==> src/sv/gha_ram.sv <==
// ============================================================================
// Generic single-port-write RAM
// One write port and one read port; the read data is registered and holds
// its value in cycles without a read.
// ============================================================================
`default_nettype none

module gha_ram #(
   parameter int WIDTH = 8,
   parameter int DEPTH = 256
) (
   input  logic                     clock,
   input  logic                     wr_en,
   input  logic [$clog2(DEPTH)-1:0] wr_addr,
   input  logic [WIDTH-1:0]         wr_data,
   input  logic                     rd_en,
   input  logic [$clog2(DEPTH)-1:0] rd_addr,
   output logic [WIDTH-1:0]         rd_data
);

   logic [WIDTH-1:0] mem_ff [DEPTH];
   logic [WIDTH-1:0] rd_data_ff;

   always_ff @(posedge clock) begin
      if (wr_en) begin
         mem_ff[wr_addr] <= wr_data;
      end
      if (rd_en) begin
         rd_data_ff <= mem_ff[rd_addr];
      end
   end

   assign rd_data = rd_data_ff;

endmodule

`default_nettype wire

==> config.mk <==
export PLATFORM = sky130hd
export DESIGN_NAME = gha_ram
export DESIGN_NICKNAME = d
export VERILOG_FILES = /design/src/sv/gha_ram.sv
export SDC_FILE = /design/constraint.sdc
export NUM_CORES = 2
export LEC_CHECK = 0
export CAP_MARGIN = 15
export CORE_MARGIN = 1
export CORE_UTILIZATION = 45
export DETAILED_ROUTE_END_ITERATION = 8
export DONT_BUFFER_PORTS = 1
export PLACE_DENSITY = 0.56
export SLEW_MARGIN = 20
export SYNTH_ARGS = -nofsm -noshare
export SYNTH_HDL_FRONTEND = slang
export SYNTH_SLANG_ARGS = --single-unit
export TNS_END_PERCENT = 1
==> constraint.sdc <==
create_clock -name clock -period 3.2 [get_ports clock]
set_input_delay 0 -clock clock [delete_from_list [all_inputs] [get_ports clock]]
set_output_delay 0 -clock clock [all_outputs]
set_load 0.02 [all_outputs]
# After elaboration in Yosys (flattened, before gate mapping)
# Memory sizes are Yosys's and may differ from the RTL's. A register that Yosys moved wholly into a read port is not among the register bits.
# Cells that the tools add are included.
[op_classes]
shifts = 0
eq_ne = 0
order_cmp = 0
n_bitwise = 0
n_mux = 2
add_sub_neg = 0
div = 0
mul = 0
reduce_logical = 0
[op_table]
columns = ["op", "count"]
rows = [
  ["$mux 1", 2],
]
[word_totals]
word_cells = 3
register_bits = 0
latchBits = 0
input_bits = 27
ramBits = 2048
mem_count = 1
mem_bits_ro = 0
[mem_list]
columns = ["name", "words", "word_bits", "read_ports", "rd_ports_with_merged_regs", "write_ports", "line_no", "rtl"]
rows = [
  ["mem_ff", 256, 8, 1, 1, 1, "21", "logic [WIDTH-1:0] mem_ff [DEPTH];"],
]

# Depth between registers and ports, before layout
[logic_depth]
depth_word = 2
ltp_mapped = 11

# Least setup slack after synthesis
# Ideal clock, no wire load.
[synth_path]
path_type = "input port to flip-flop"
startpoint = "in rd_addr[0]"
endpoint = "reg rd_data_ff[2], in the netlist rd_data[2] (read register of mem_ff), data pin"
path_buffers = 4
setup_slack_ns = 1.124
stages = 9
arrival_time_ns = 1.807
t_required_ns = 2.931
setup_time_ns = 0.269
cell_sequence = "buf_6 -> buf_12 -> buf_8 -> buf_2 -> mux4_2 -> a22oi_1 -> a21oi_1 -> nor4_1 -> nor4_2"
[synth_lines]
columns = ["item", "line_no", "rtl"]
rows = [
  ["from (decl)", "17", "input logic [$clog2(DEPTH)-1:0] rd_addr,"],
  ["to (decl)", "22", "logic [WIDTH-1:0] rd_data_ff;"],
]

==> impl_results.md <==
- Post-Layout Cell Count: 6482
- Nature of the critical path startpoint: flip-flop
- Synth Area per Inst: 21.3 sq um
- CTS root buf: clkbuf_16
- Hold depth: 4
- Setup violations, final: 0
- Ys flop type: edfxtp_1
- Antenna violations before repair: 8
- Avg WL per Cell: 31.3 um
- DRC: 0
- Finished Core Util: 0.513
- P&R area growth vs syn: 13.3%
- Number of global-route vias before repair: 38722
- CP Data Arrival Time: 3.74 ns
- Data required, critical path: 3.77 ns
- Netlist Area Pre-Place: 79600 sq um
- M1 GR Usage: 0.319
- Worst slew pin tran: 1.11 ns
- Hold Path Class: input port to flip-flop
- Power Dens Cells: 615 nW/um^2
- Met3 global-route usage: 0.0387
- Die area: 179000 sq um
- Fin. max-slew vios: 0
- Outcome: finished, final reports clean
- Unrepaired setup endpoints after global routing: false
- EDFF count, synth: 2056
- Minimum clock period: 3.17 ns
- Final Instance Area: 90200 sq um
- Clk Latency, worst-skew pair: 0.83 ns
- Core box area: 176000 sq um
- Slew margin rel.: 0.258
- Cell count after placement: 6046
- Ys Warns: 0
- Setup ws final: 0.0281 ns
- Cts repair resizes: 0
- RD Place Congestion: 0.780
- Dpl ws: 0.132 ns
- Flops & latches, synth: 2056
- Synth cell types: 54
- Max Buffers Root-to-Sink: 3
- Overall global routing resource usage: 0.225
- HPWL after DPL: 109000 um
- Final Hold Viols: 0
- Num CTS Buffers: 203
- Row cnt: 154
- Worst r2r src: mem_ff[87][4]
- Layout cells sized above 1: 0.237
- IO Port Bufs: 0
- Period utilisation layout: 0.991
- Synth Area in Adders: 0
- Combinational family with the most area after synthesis: multiplexers
- Setup crit end kind: flip-flop
- GR Util met2: 0.361
- Clock transition at path regs: 0.06 ns
- Drt total wl: 203000 um
- FF-to-FF setup slack: 0.03 ns
- CTS Sinks: 2056
- Net count after synthesis: 3760
- GR peak layer: met2
- DR vias: 38829
- Routed Antenna Nets: 0
- Grt ovf: 0
- Area post-placement: 82800 sq um
- Fmax: 315 MHz
- TritonCTS clock tree: yes
- Final clock skew: 0.0214 ns
- Die height: 423 um
- H-tree levels: 4
- Max Cap Viol: 0
- Peak supply drop: 531 uV
- Crit path from: mem_ff[87][4]
- Leakage Power: 27.9 nW
- Sequential-to-total area share from yosys stat: 0.775
- Number of setup buffers added after CTS: 0
- Die width: 423 um
- Drt pass-1 iters: 5
- CP Max Fanout: 1
- Via density: 5.99
- Kind of critical path: flip-flop to flip-flop
- 1st-iter DRT viols: 4489
- Fin nets: 3994
- Critical Path End: rd_data[4]
- Post-Synth Simple-Gate Area: 0.0263
- Reg2reg end: rd_data[4]
- Synth Area in Compound Gates: 0.0342
- Top-level I/O count: 35
- XOR/XNOR share of the synthesized area: 0
- Filler instances: 13862
- Initial core utilization: 0.453
- Pin count of the biggest net entering global routing: 579
- Overall Power: 0.0555 W
- Post-Syn Instances: 3733
- Global-route wire length before repair: 287000 um
- Worst R2R Path Depth: 7
- Asr flop ratio synth: 0
- Mux share of post-synthesis cell area: 0.146
## critical path, cell delays in order (launching register included)
cell and delay (ns):
edfxtp_1 0.36, mux4_2 0.51, mux4_2 0.56, nor2b_1 0.21, nor4_1 0.43, buf_4 0.23, nor4_1 0.06, dlygate4sd3_1 0.57
## worst min-delay path by stage
stage | start | endpoint | slack (ns)
after floorplan | wr_data[0] | mem_ff[0][0] | 0.1
after global placement | wr_data[4] | mem_ff[69][4] | 0.11
after detailed placement | wr_data[4] | mem_ff[69][4] | 0.11
after CTS | rd_addr[3] | rd_data[0] | 0.001
after global routing | rd_addr[4] | rd_data[7] | 0.02
final | rd_addr[4] | rd_data[7] | 0.03
## sequential cells by signal, indices dropped and copies added, names as in the netlist
register / count
mem_ff: 2048
rd_data: 8
## timing repair
item                                    4_1_cts  5_1_grt
endpoints found under the setup margin        0        2
hold buffers                                 41        0
endpoints found under the hold margin      3091        0
## metal layers
| layer | vias to the layer above | wire (um) | share of wire |
|---|---|---|---|
| li1 | 16201 | - | - |
| met1 | 20959 | 85200 | 0.42 |
| met2 | 1417 | 99400 | 0.49 |
| met3 | 252 | 13600 | 0.067 |
| met4 | 0 | 4260 | 0.021 |
| met5 | - | 0 | 0 |
## stage by stage
step	hold WS, ns	TNS, ns
floorplan	0.0989	0
global placement	0.111	-0.0503
detailed placement	0.112	0
CTS	0.00149	0
global route	0.0167	0
finish	0.0337	0
## synthesized netlist by cell type (3+ instances only)
cell type  count  area share
a221oi_1      13      0.0014
buf_6         21      0.0030
a211oi_1      16      0.0015
o21ai_0       10     0.00063
a21oi_1       96      0.0060
nor4_1        24      0.0019
buf_8         13      0.0025
nor2_1       282       0.013
buf_4         27      0.0025
clkbuf_1     111      0.0052
buf_1         22      0.0010
buf_12         8      0.0020
nand3_1       34      0.0021
nor4_2         3     0.00047
and2_1         6     0.00047
a22o_1         8     0.00088
buf_2         31      0.0019
or2_2          4     0.00031
o32ai_1        4     0.00044
mux2i_1      134       0.017
o211ai_1      10     0.00094
o22ai_1       28      0.0022
nor3_1        22      0.0014
edfxtp_1    2056        0.78
nor2b_1       31      0.0024
nand4_1       10     0.00079
o22a_1         5     0.00055
o221ai_1      46      0.0051
nand2b_1       8     0.00063
a22oi_1      133       0.013
nand2_1       33      0.0016
mux4_2       454        0.13
## layout make-up
class                      instances  area [sq um]  share of cell area
timing repair buffer             262          2550              0.0283
clock inverter                   110           953              0.0106
clock buffer                     262          5470              0.0607
sequential                      2056         61700               0.685
tap                             2340          2930              0.0325
inverter                           2          7.51           0.0000832
antenna                            8          20.0            0.000222
multi-input combinational       1442         16500               0.183
## where the power goes
| group | switching, W | internal (W) | leakage, nW |
|---|---|---|---|
| logic | 0.00153 | 0.000947 | 6.31 |
| registers | 0.0000554 | 0.0297 | 18.5 |
| clock network | 0.00997 | 0.0133 | 3.12 |
| total | 0.0115 | 0.0439 | 27.9 |
## placed cells by master, fill, tap and decap left out, types with 4 or more instances in the layout
master            n
mux4_2          454
o32ai_1           4
clkinvlp_4        7
nor4_1           22
nand4_1          10
nor4_2            5
o211ai_1         10
buf_4           202
nor3_1           22
or2_2             4
edfxtp_1       2056
o22a_1            5
a221oi_1         13
bufinv_16        16
buf_16           21
clkbuf_16       213
nand2b_1          8
nand2_1          33
nand3_1          31
clkinv_1         52
dlygate4sd3_1    33
a22o_1            8
diode_2           8
a21oi_1          96
nor2_1          279
clkbuf_1         51
nor2b_1          28
a22oi_1         133
a211oi_1         16
and2_1            4
inv_6             6
buf_12            4
o221ai_1         46
mux2i_1         134
clkinv_2         27
o21ai_0          10
o22ai_1          28
## kinds of logic (layout without fill, tap and decap cells)
kind of cell,after synthesis,in the layout
DFF,2056,2056
buffers and inverters,235,636
AOI/OAI and AO/OA,385,385
muxes,591,591
other,0,8
and+or+nand+nor,466,466
Power figures use the tool's default switching activity.
